===== config.mk =====
export PLATFORM = sky130hd
export DESIGN_NAME = bb_divide
export DESIGN_NICKNAME = d
export VERILOG_FILES = /design/src/design/bb_pkg.sv /design/src/design/bb_divide.sv
export SDC_FILE = /design/constraint.sdc
export NUM_CORES = 1
export LEC_CHECK = 0
export ABC_AREA = 1
export BUFFER_PORTS_ARGS = -buffer_cell sky130_fd_sc_hd__buf_2
export CAP_MARGIN = 20
export CORE_UTILIZATION = 30
export CTS_CLUSTER_DIAMETER = 100
export DETAILED_ROUTE_END_ITERATION = 12
export HOLD_SLACK_MARGIN = 0.02
export PLACE_DENSITY_LB_ADDON = 0.08
export SYNTH_ARGS = -nofsm -noshare
export SYNTH_HDL_FRONTEND = slang
export SYNTH_SLANG_ARGS = --single-unit

===== constraint.sdc =====
create_clock -name clock -period 5.3 [get_ports clock]
set_input_delay 1.06 -clock clock [delete_from_list [all_inputs] [get_ports clock]]
set_output_delay 1.06 -clock clock [all_outputs]
set_load 0.02 [all_outputs]

===== src/design/bb_pkg.sv =====
package bb_pkg;

   // Widths of one colour channel, a three-pixel column sum and a nine-pixel sum.
   localparam int CHAN_W = 8;
   localparam int PIX_W  = 3 * CHAN_W;
   localparam int COL_W  = 10;
   localparam int SUM_W  = 12;

   // Configuration register file.
   localparam int CFG_W  = 11;
   localparam int CSR_AW = 3;
   localparam int CSR_DW = 32;
   localparam logic [CFG_W-1:0] CFG_RESET = 11'd1024;
   localparam logic REG_FRAME_WIDTH  = 1'b0;
   localparam logic REG_FRAME_HEIGHT = 1'b1;

   // Floor division by nine as a multiply by a rounded-up reciprocal.
   // Exact for every sum of nine 8-bit channels.
   localparam int DIV9_SHIFT = 15;
   localparam logic [SUM_W-1:0] DIV9_MUL = 12'd3641;

   // Channel order in every packed pixel and sum: red, green, blue.
   typedef struct packed {
      logic [2:0][SUM_W-1:0] chan;
      logic                  last;
   } bb_sum_type;

   function automatic logic [CHAN_W-1:0] div9(input logic [SUM_W-1:0] x);
      logic [2*SUM_W-1:0] prod;
      prod = (2*SUM_W)'(x) * (2*SUM_W)'(DIV9_MUL);
      return prod[DIV9_SHIFT +: CHAN_W];
   endfunction

endpackage


===== src/design/bb_divide.sv =====
module bb_divide (
   input  logic                  clock,
   input  logic                  reset,
   input  logic                  sum_valid,
   output logic                  sum_ready,
   input  bb_pkg::bb_sum_type    sum_data,
   output logic                  rsp_valid,
   input  logic                  rsp_ready,
   output logic [bb_pkg::CHAN_W-1:0] rsp_red,
   output logic [bb_pkg::CHAN_W-1:0] rsp_green,
   output logic [bb_pkg::CHAN_W-1:0] rsp_blue,
   output logic                  rsp_last
);
   import bb_pkg::*;

   logic                   sum_v_ff, sum_v_in;
   bb_sum_type             sum_ff;
   logic                   out_v_ff, out_v_in;
   logic [2:0][CHAN_W-1:0] out_ff, quot;
   logic                   out_last_ff;
   logic                   sum_adv;

   // The sum register moves on whenever the output register is empty or being taken.
   assign sum_adv   = sum_v_ff && (!out_v_ff || rsp_ready);
   assign sum_ready = !sum_v_ff || sum_adv;

   always_comb begin
      sum_v_in = sum_v_ff;
      if (sum_valid && sum_ready) begin
         sum_v_in = 1'b1;
      end else if (sum_adv) begin
         sum_v_in = 1'b0;
      end
      out_v_in = out_v_ff;
      if (sum_adv) begin
         out_v_in = 1'b1;
      end else if (rsp_ready) begin
         out_v_in = 1'b0;
      end
   end

   // Divide each channel sum by nine.
   always_comb begin
      for (int ch = 0; ch < 3; ch++) begin
         quot[ch] = div9(sum_ff.chan[ch]);
      end
   end

   always_ff @(posedge clock) begin
      if (reset) begin
         sum_v_ff <= 1'b0;
         out_v_ff <= 1'b0;
      end else begin
         sum_v_ff <= sum_v_in;
         out_v_ff <= out_v_in;
      end
      if (sum_valid && sum_ready) begin
         sum_ff <= sum_data;
      end
      if (sum_adv) begin
         out_ff      <= quot;
         out_last_ff <= sum_ff.last;
      end
   end

   assign rsp_valid = out_v_ff;
   assign rsp_red   = out_ff[0];
   assign rsp_green = out_ff[1];
   assign rsp_blue  = out_ff[2];
   assign rsp_last  = out_last_ff;

endmodule


Word-level counts from Yosys, hierarchy flattened. Index checks and enable logic that the tools add are counted.

Register bits after elaboration: 64. Latch bits: 0. Bits in writable memories: 0. Memory bits (read-only): 0. Output and inout port bits: 27. Word-level logic and storage cells: 25. Memories: 0.

Add/sub/neg operators: 0. Multipliers: 3. Divide/modulo/power cells: 0. Magnitude comparators: 0. Equality and inequality tests: 0. Shifts and indexed selects: 0. Mux-type cells: 4. Bitwise logic cells: 0. Reductions and logical operators: 8.

Operators by type and width (count): 12-bit by 12-bit multiplier with 23-bit output, second input constant (3); 1-bit two-way mux (4); 2-bit nonzero test (2); 1-bit logical AND (2); 1-bit logical NOT (2); 1-bit logical OR (2).

Longest topological paths before layout.
Depth in word-level cells: 6. Depth in mapped cells: 20. Mapped depth without buffers: 20.

Worst setup path after synthesis. Ideal clock, no wire load.

Path kind: register -> register. Start point: register sum_ff[14] (netlist bit). End point: register out_ff (netlist bit rsp_green[4]), data pin. Data arrival time: 3933 ps. Data required time: 5048 ps. Setup slack: 1115 ps. Stages on the path, launching flop included: 20. Path buffers: 0. Cell sequence: edfxtp_1 inv_1 fa_1 inv_1 ha_1 inv_1 fa_1 inv_1 fa_1 inv_1 fa_1 inv_1 ha_1 a21o_1 nand3_1 nand2_1 a21boi_0 nand2_1 nand2_1 nand2_1.

RTL lines: start, declared (line bb_divide.sv:17) `bb_sum_type sum_ff;`; start signal, assigned (line bb_divide.sv:58) `sum_ff <= sum_data;`; end signal, assigned (line bb_divide.sv:61) `out_ff <= quot;`; end, declared (line bb_divide.sv:19) `logic [2:0][CHAN_W-1:0] out_ff, quot;`.

==> metrics.txt <==
status=finished clean; count of different cell masters after synthesis=38; delay of the slowest cell on the worst path=0.53 ns; met2 Usage GRT=0.264; Max rail drop VDD=0.206 mV; YS warnings=0; core area=29600 sq um; slowest stage cell, crit path=fa_1; Clock Path Buffers=2; RR Startpoint=sum_ff[20]; root buffer cell=clkbuf_16; top_reg_cell synth=edfxtp_1; busiest layer in global routing=met2; H-tree depth=3; vias in the first global route=6903; Critical Setup Path Class=reg -> reg; Total GRT Usage=0.154; Die Area=30700 sq um; CTS tree=built; starting density of the core=0.305; Seq/Total Area, Yosys=0.211; Routed WL=21400 microns; number of buffer cells added on primary ports=67; Placed Cells incl. Taps=1454; worst r2r dst=rsp_green[4]; Die Width=175 microns; # fillers=3113; final net count=1403; IO Pins=68; most common cell after layout, fill and taps aside=inv_1; Post-CTS Setup Bufs=0; Worst Slack Setup Final=0.838 ns; worst clock skew=0.0191 ns; fmax=0.224 GHz; Power Total=5.66 mW; critical path launch point type=flip-flop; PwrDens=559 nW/um^2; CP Capture Type=flip-flop; first-pass GRT wire length=35700 microns; average size of a mapped cell=9.03 sq um; crit-path cells=fa_1 > ha_1 > inv_1 > fa_1 > inv_1 > fa_1 > inv_1 > fa_1 > inv_1 > ha_1 > a21o_1 > nand3_1 > nand2_1 > a21boi_0 > nand2_1 > nand2_1 > nand2_1; setup_tns=0 ns; worst skew pair latency=0.37 ns; final hold slack=0.427 ns; Post-Synthesis Cells=997; M3 GR Usage=0.0242; hold_buf cts=0; Via density=4.36; leakage power=5.50 nW; synthesized cell area=9010 sq um; time the worst path needs with I/O delays and setup=4.46 ns; Routed Antenna Nets=0; Vias=6404; drt initial violations=194; syn_nets=1324; Worst slew margin=0.396; Non-Filler Instances=1470; hold crit path type=reg -> reg; max cap viols=0; Final Cycle Share=0.842; Post-synth EDFFs=62; pre-CTS setup slack=0.823 ns; most frequent cells in the layout=inv_1, ha_1, nand2_1, fa_1, buf_2; RSZ-0062 raised after global routing=false; Die Y=175 microns; GPL Wtd Cong=0.851; Critical Path AT=4.59 ns; CTS Sinks=64; share of layout cells above drive strength 1=0.0963; async set-reset flop share out of synthesis=0; Worst Max-Slew Pin Slew=0.904 ns; pin count of the biggest net entering global routing=38; Ant. Diodes=0; Multi-input gate area=6250 sq um; FF-to-FF setup slack=0.84 ns; register area=1900 sq um; final setup fails=0; depth of the worst register-to-register path=17; HPWL after detailed placement=18600 microns; GR Layer Usage met1=0.197; DR DRC count=0; Routed WL per cell=14.5 microns; max-slew violations=0; clk slew on worst S/H paths=0.06 ns; #FFs+latches synth=64; FP Rows=63; crit path from=sum_ff[20]; Crit path required time=5.42 ns; Num CTS Buffers=9; crit-path max FO=4; first drt pass iteration count=4; total gr overflow=0; initial antenna violation count=0; area delta synth->final=12.4%; post-CTS sizing=0; Final Hold Vio Count=0; Critical Path Sink=rsp_green[4]
[report_power, final]
| group | switching [mW] | total (mW) | internal, mW |
|---|---|---|---|
| Sequential | 0.0499 | 0.809 | 0.759 |
| Combinational | 2.72 | 4.28 | 1.56 |
| Clock | 0.259 | 0.570 | 0.311 |
| Total | 3.03 | 5.66 | 2.63 |
[cell families (layout without fill, tap and decap cells)]
family,count (synthesis),after routing,synth area share
compound gates,88,88,0.0575
xor+xnor,15,15,0.0146
fa+ha+maj,286,286,0.470
buf+inv,230,313,0.0959
flops,64,64,0.211
simple gates,314,314,0.151
[metal layers]
metal	part of all wire	up-vias
met3	0.023	19
met5	0	-
met2	0.47	70
li1	-	3361
met1	0.49	2954
met4	0.018	0
[layout make-up]
| class | count | area share |
|---|---|---|
| Clock buffer | 9 | 0.0222 |
| Clock inverter | 6 | 0.00371 |
| Inverter | 230 | 0.0853 |
| Multi-Input combinational cell | 703 | 0.618 |
| Sequential cell | 64 | 0.188 |
| Tap cell | 390 | 0.0482 |
| Timing Repair Buffer | 68 | 0.0351 |
[state kept, by name, summed over array words and instances (netlist names)]
signal and count:
rsp_green 8, sum_ff 37, sum_v_ff 1, rsp_red 8, rsp_valid 1, rsp_blue 8, rsp_last 1
[metrics by stage]
stage | util | cell area (sq um)
after floorplan | - | 9010
after global placement | 0.333 | 9840
after detailed placement | 0.333 | 9840
after CTS | 0.342 | 10100
after global routing | 0.342 | 10100
final | 0.342 | 10100
[worst max-delay path: cells and delay by family, from the launching register on]
kind            cells  cell delay, ns
fa+ha+maj           6            2.75
flops               1            0.49
compound gates      2            0.44
simple gates        5            0.33
buf+inv             4            0.22
[synth_stat cells (4+ instances only)]
library cell	instances	share of area
xor2_1	12	0.012
or2_1	4	0.0028
nor3_1	4	0.0022
nand2_1	190	0.079
a21oi_1	43	0.024
nand4_1	10	0.0069
nor2_1	48	0.020
inv_2	8	0.0033
nand3_1	41	0.023
nor3_2	4	0.0044
fa_1	87	0.19
ha_1	199	0.28
edfxtp_1	62	0.21
o21ai_1	10	0.0056
o21a_1	4	0.0033
inv_1	221	0.092
o21bai_1	10	0.0083
a21o_1	8	0.0067
[worst min path at each step]
stage               slack, ns  cells after the start  endpoint       from
global placement         0.40                      0  rsp_last  sum_ff[0]
finish                   0.43                      0  rsp_last  sum_ff[0]
global route             0.43                      0  rsp_last  sum_ff[0]
detailed placement       0.41                      0  rsp_last  sum_ff[0]
floorplan                0.40                      0  rsp_last  sum_ff[0]
CTS                      0.43                      0  rsp_last  sum_ff[0]
Note: power is estimated with default switching activity, not from simulation.
