`src/design/bb_pkg.sv`:
```
package bb_pkg;

   // Widths of one colour channel, a three-pixel column sum and a nine-pixel sum.
   localparam int CHAN_W = 8;
   localparam int PIX_W  = 3 * CHAN_W;
   localparam int COL_W  = 10;
   localparam int SUM_W  = 12;

   // Configuration register file.
   localparam int CFG_W  = 11;
   localparam int CSR_AW = 3;
   localparam int CSR_DW = 32;
   localparam logic [CFG_W-1:0] CFG_RESET = 11'd1024;
   localparam logic REG_FRAME_WIDTH  = 1'b0;
   localparam logic REG_FRAME_HEIGHT = 1'b1;

   // Floor division by nine as a multiply by a rounded-up reciprocal.
   // Exact for every sum of nine 8-bit channels.
   localparam int DIV9_SHIFT = 15;
   localparam logic [SUM_W-1:0] DIV9_MUL = 12'd3641;

   // Channel order in every packed pixel and sum: red, green, blue.
   typedef struct packed {
      logic [2:0][SUM_W-1:0] chan;
      logic                  last;
   } bb_sum_type;

   function automatic logic [CHAN_W-1:0] div9(input logic [SUM_W-1:0] x);
      logic [2*SUM_W-1:0] prod;
      prod = (2*SUM_W)'(x) * (2*SUM_W)'(DIV9_MUL);
      return prod[DIV9_SHIFT +: CHAN_W];
   endfunction

endpackage

```
`src/design/bb_csr.sv`:
```
module bb_csr #(
   parameter int MAX_WIDTH  = 1024,
   parameter int MAX_HEIGHT = 1024
) (
   input  logic                        clock,
   input  logic                        reset,
   input  logic                        csr_psel,
   input  logic                        csr_penable,
   input  logic                        csr_pwrite,
   input  logic [bb_pkg::CSR_AW-1:0]   csr_paddr,
   input  logic [bb_pkg::CSR_DW-1:0]   csr_pwdata,
   output logic [bb_pkg::CSR_DW-1:0]   csr_prdata,
   output logic                        csr_pready,
   output logic [$clog2(MAX_WIDTH+1)-1:0]  width_eff,
   output logic [$clog2(MAX_HEIGHT+2)-1:0] height_eff,
   output logic                        cfg_restart
);
   import bb_pkg::*;

   localparam int WW = $clog2(MAX_WIDTH + 1);
   localparam int HW = $clog2(MAX_HEIGHT + 2);

   logic [CFG_W-1:0] width_ff, width_in;
   logic [CFG_W-1:0] height_ff, height_in;
   logic             wr_fire;
   logic [31:0]      width_raw, height_raw, width_clamp, height_clamp;

   // A write transaction completes in the access phase; any write restarts the frame.
   assign wr_fire     = csr_psel && csr_penable && csr_pwrite;
   assign cfg_restart = wr_fire;
   assign csr_pready  = 1'b1;

   always_comb begin
      width_in  = width_ff;
      height_in = height_ff;
      if (wr_fire) begin
         case (csr_paddr[2])
            REG_FRAME_WIDTH:  width_in  = csr_pwdata[CFG_W-1:0];
            REG_FRAME_HEIGHT: height_in = csr_pwdata[CFG_W-1:0];
            default: ;
         endcase
      end
   end

   always_ff @(posedge clock) begin
      if (reset) begin
         width_ff  <= CFG_RESET;
         height_ff <= CFG_RESET;
      end else begin
         width_ff  <= width_in;
         height_ff <= height_in;
      end
   end

   // Read back the raw register values.
   always_comb begin
      case (csr_paddr[2])
         REG_FRAME_WIDTH:  csr_prdata = CSR_DW'(width_ff);
         REG_FRAME_HEIGHT: csr_prdata = CSR_DW'(height_ff);
         default:          csr_prdata = '0;
      endcase
   end

   // Zero acts as one and anything above the maximum acts as the maximum.
   always_comb begin
      width_raw  = 32'(width_ff);
      height_raw = 32'(height_ff);
      if (width_raw == 32'd0) begin
         width_clamp = 32'd1;
      end else if (width_raw > 32'(MAX_WIDTH)) begin
         width_clamp = 32'(MAX_WIDTH);
      end else begin
         width_clamp = width_raw;
      end
      if (height_raw == 32'd0) begin
         height_clamp = 32'd1;
      end else if (height_raw > 32'(MAX_HEIGHT)) begin
         height_clamp = 32'(MAX_HEIGHT);
      end else begin
         height_clamp = height_raw;
      end
   end

   assign width_eff  = WW'(width_clamp);
   assign height_eff = HW'(height_clamp);

endmodule

```
`config.mk`:
```
export PLATFORM = sky130hd
export DESIGN_NAME = bb_csr
export DESIGN_NICKNAME = d
export VERILOG_FILES = /design/src/design/bb_pkg.sv /design/src/design/bb_csr.sv
export SDC_FILE = /design/constraint.sdc
export NUM_CORES = 1
export LEC_CHECK = 0
export BUFFER_PORTS_ARGS = -buffer_cell sky130_fd_sc_hd__buf_2
export CORE_MARGIN = 2
export CORE_UTILIZATION = 42
export DETAILED_ROUTE_END_ITERATION = 8
export GPL_TIMING_DRIVEN = 0
export PLACE_DENSITY = 0.88
export SLEW_MARGIN = 20
export SYNTH_ARGS = -nofsm -noshare
export SYNTH_HDL_FRONTEND = slang
export SYNTH_SLANG_ARGS = --single-unit
```
`constraint.sdc`:
```
create_clock -name clock -period 1.1 [get_ports clock]
set_input_delay 0.11 -clock clock [delete_from_list [all_inputs] [get_ports clock]]
set_output_delay 0.11 -clock clock [all_outputs]
set_load 0.02 [all_outputs]
```
# --- Word level (Yosys, flattened, before mapping) ---
# Index checks and enable logic that the tools add are counted.
word_totals:
  elab_cells: 16
  out_inout_bits: 56
  regBits: 22
  inputBits: 40
classes:
  n_reduce_logical: 6
  bitwise: 1
  order_cmp: 2
  mux: 5
op_table:
  columns: ["operator", "n"]
  rows:
  - ["32-bit case mux with 2 select lines", 1]
  - ["11-bit 2-to-1 mux", 4]
  - ["11-bit greater-than comparator, second input constant", 2]
  - ["11-bit zero test", 2]
  - ["2-bit AND reduction", 2]
  - ["1-bit logical AND", 2]
  - ["1-bit NOT", 1]

# --- Logic depth before layout (Yosys ltp) ---
depth:
  word_depth: 3
  ltp_mapped: 3
  ltp_nobuf: 2

# --- Worst setup path before layout ---
# OpenSTA, ideal clock, no wires.
synth_timing:
  path_kind: "register -> output"
  startpoint: "register height_ff[10]"
  endpoint: "output csr_prdata[10] (netlist bit)"
  t_required_ps: 990
  path_slack_ps: 57
  stages_incl_launch_ff: 4
  path_buffers: 1
  arrival_ps: 933
  cell_sequence: "dfxtp_1 clkbuf_1 nand2_1 o21ai_0"
synth_via:
  elab_chain_len: 1
synth_rtl:
  columns: ["element", "line", "rtl"]
  rows:
  - ["start: declaration", "bb_csr.sv:24", "logic [CFG_W-1:0] height_ff, height_in;"]
  - ["start signal: assignment", "bb_csr.sv:51", "height_ff <= height_in;"]
  - ["32-bit case mux with 2 select lines", "bb_csr.sv:57", "case (csr_paddr[2])"]
  - ["end: declaration", "bb_csr.sv:12", "output logic [bb_pkg::CSR_DW-1:0] csr_prdata,"]
# No other way between the ends. The select of a mux whose other input is x is not followed.

# --- Worst setup path after layout ---
layout_timing:
  startpoint: "register height_ff[10]"
  endpoint: "output height_eff[0]"
layout_via:
  elab_chain_len: 3
  elab_cells_between_ends: 4
  cone_classes: "1 x order compare; 2 x mux; 1 x reduce/logical"
layout_rtl:
  columns: ["element", "line", "rtl"]
  rows:
  - ["11-bit greater-than comparator", "bb_csr.sv:77", "end else if (height_raw > 32'(MAX_HEIGHT)) begin"]
  - ["11-bit 2-to-1 mux", "bb_csr.sv:77", null]
  - ["11-bit 2-to-1 mux (*)", "bb_csr.sv:75", "if (height_raw == 32'd0) begin"]
  - ["end: declaration", "bb_csr.sv:15", "output logic [$clog2(MAX_HEIGHT+2)-1:0] height_eff,"]
# Mark *: on every way between the ends. The rest lies on a longest branch, timed or not.

==> impl_metrics.toml <==
[pwr]
switchingPower_uw = 497
p_int_mw = 1.14
power_density_mw_per_mm2 = 675
p_leak_nw = 1.15
max-vdd-ir-drop_mv = 0.636
netSwitchingFraction_pct = 30.4
clkPwrFrac_pct = 23.2
comb_power_share_pct = 26.6
sequentialPowerShare_pct = 50.2

[setup_path]
crit_path_end_kind = "output pin"
worstPathCellList = "nor4_4, a32o_2, buf_6"
crit_arrival_ns = 1.36
path_buf_inv = 1
worstRegToRegCells = 5
worstReg2RegEnd = "height_ff[10]"
critical_path_required_ns = 0.99
critPathMaxFanout = 3
path_delay_family = "flip-flops"
regToRegSetupSlack_ns = 0.04
start_kind = "flip-flop"
crit_slowest_cell = "dfxtp_4"
worstSetupPathType = "flip-flop to output pin"
r2r_start = "height_ff[10]"
slowest_delay_ns = 0.39

[global_routing]
grtUsageTotal_pct = 19.8
use_met3_pct = 4.68
antenna_found_initial = 0
top_usage_layer = "met2"
gr-usage-met2_pct = 34.0
grt_pass1_wl_um = 6070
first_global_vias = 1269
gr-total-overflow = 0
grt_start_max_net_pins = 12
grt.met1_usage_pct = 23.8

[synthesis]
synth-edff-count = 0
avgSynthCellArea_um2 = 9.30
yosys-top-cells-count = "30 x nand2b_1, 23 x buf_4, 22 x dfxtp_1, 22 x mux2i_1, 18 x nor2b_1"
syn_inst = 154
synth_top_area_share_pct = 30.7
yosys.area.top_type = "dfxtp_1"
yosysSeqAreaShare_pct = 30.7
ys_warn_count = 0
synth.most_common_cell = "nand2b_1"
synthArstFlopShare_pct = 0
synthFlopType = "dfxtp_1"
syn_area_mm2 = 0.00143
synth.area.top_cells = "dfxtp_1 31%, mux2i_1 15%, nand2b_1 13%"
ys_seq_elements = 22
yosysUniqueCellTypes = 19

[layout]
seq_area_um2 = 490
area.growth.synth_to_final_pct = 69.2
multi_input_area_mm2 = 0.00103
fin_util_pct = 73.2
drive_above_1_share_pct = 59.4
finalNetCount = 281
fill_cells = 236
antenna_cells = 0
fin_area_mm2 = 0.00242

[clock_network]
cts_root_buf = "clkbuf_4"
clock-sinks = 22
ctsHoldBuffers = 0
htreeDepth = 1
cts_buffers = 3
clkSlewWorstSetupHoldPaths_ns = 0.12
clkLatencyLatePin_ns = 0.31
cts_tree = "yes"
clockBufferDepth = 2

[timing]
tns_ns = -5.66
hold_viol = 0
finalMaxSlewViolations = 0
fin_crit_sh_pct = 134
setup_viol = 33
grt_setup_unrepaired = "true"
fin_ws_ns = -0.370
fin_skew_ns = 0
min_period_ns = 1.47
fmax_mhz = 680

[floorplanning]
start_util_pct = 43.3
die-area_mm2 = 0.00389
rows = 21
die_h_um = 62.4
io_pins = 96
die_x_um = 62.4
coreArea_mm2 = 0.00331

[status]
status = "finished, violations left"
violations = "setup timing"

[route]
vias = 1326
antenna_left = 0
drt-vias-per-instance = 4.65
wl_per_cell_um = 15.2
remaining_drc_errors = 0
totalWireLength_um = 4320
drt-pass1-iter-count = 4
drt_iter0_markers = 43

[place]
io_buffers = 50
placed_cell_area_mm2 = 0.00182
dpl_worst_slack_ns = -0.197
place_congestion = 0.813
dpl.hpwl_um = 2480

[min_path]
worst_hold_path_type = "input pin to flip-flop"
worstHoldPathCells = 3
worst_hold_path.endpoint = "width_ff[3]"
hp-start = "csr_pwdata[3]"

[flow_run]
maxCapViolCount = 0
[final cells by class]
cell class,count,share of cell area (%)
Sequential cell,22,20.2
Multi-Input combinational cell,118,42.5
Inverter,2,0.310
Timing Repair Buffer,62,22.6
Buffer,32,11.0
Clock buffer,3,0.929
Tap cell,46,2.37
[cell usage in the layout (no fill, tap or decap), types with 3 or more instances in the layout]
cell | synthesis | routed
mux2_4 | 0 | 8
nor2b_4 | 0 | 11
dfxtp_4 | 0 | 11
clkbuf_1 | 7 | 5
nand2b_1 | 30 | 30
dfxtp_2 | 0 | 7
buf_2 | 0 | 18
nor4_4 | 0 | 4
nor2_1 | 5 | 4
buf_4 | 23 | 38
conb_1 | 2 | 22
dfxtp_1 | 22 | 4
nor2b_1 | 18 | 7
buf_6 | 1 | 28
mux2i_1 | 22 | 22
clkbuf_4 | 0 | 3
[flip-flops by register name, indices dropped and copies added, names as in the netlist]
register,count
height_ff,11
width_ff,11
[worst max-delay path by stage]
| stage | start | to | slack, ns | cells past startpoint |
|---|---|---|---|---|
| 2_1_floorplan | height_ff[10] | csr_prdata[10] | 0.06 | 3 |
| 3_3_place_gp | height_ff[10] | csr_prdata[10] | -0.21 | 4 |
| 3_5_place_dp | height_ff[10] | csr_prdata[10] | -0.20 | 4 |
| 4_1_cts | height_ff[7] | height_eff[0] | -0.31 | 3 |
| 5_1_grt | height_ff[10] | height_eff[0] | -0.39 | 3 |
| 6_report | height_ff[10] | height_eff[0] | -0.37 | 3 |
[what timing repair did]
| item | CTS | global route |
|---|---|---|
| pin swaps | 4 | 3 |
| gates resized for setup | 97 | 46 |
| setup buffers | 7 | 4 |
| endpoints found under the setup margin | 33 | 33 |
| gates cloned | 1 | 1 |
[cells by family after synthesis]
kind of cell | share of synthesized area, %
DFF | 30.7
other | 0.524
AOI/OAI and AO/OA | 1.75
and+or+nand+nor | 27.2
muxes | 23.2
buffers and inverters | 16.6
[through the flow]
step / instances / total power [mW] / hold WS [ns]
3_5_place_dp: 270 / 1.19 / 0.406
5_1_grt: 285 / 1.71 / 0.0569
2_1_floorplan: 174 / 1.11 / 0.281
3_3_place_gp: 270 / 1.18 / 0.393
4_1_cts: 281 / 1.59 / 0.0688
6_report: 285 / 1.63 / 0.0670
[tightest hold or removal path, delay by kind of cell]
family                 cells  cell delay, ns
multiplexers               1            0.06
buffers and inverters      1            0.10
AND/OR/NAND/NOR            1            0.08
[power by group through the flow]
stage | Sequential (mW) | Combinational (mW) | Clock [mW]
2_1_floorplan | 0.844 | 0.263 | 0
3_3_place_gp | 0.848 | 0.336 | 0
3_5_place_dp | 0.849 | 0.340 | 0
4_1_cts | 0.821 | 0.387 | 0.382
5_1_grt | 0.823 | 0.459 | 0.425
6_report | 0.820 | 0.435 | 0.380
[metal layers]
layer	wire [µm]	vias to the layer above
li1	-	638
met1	1730	633
met2	2260	46
met3	238	9
met4	99	0
met5	0	-
Note: power is estimated with default switching activity, not from simulation.
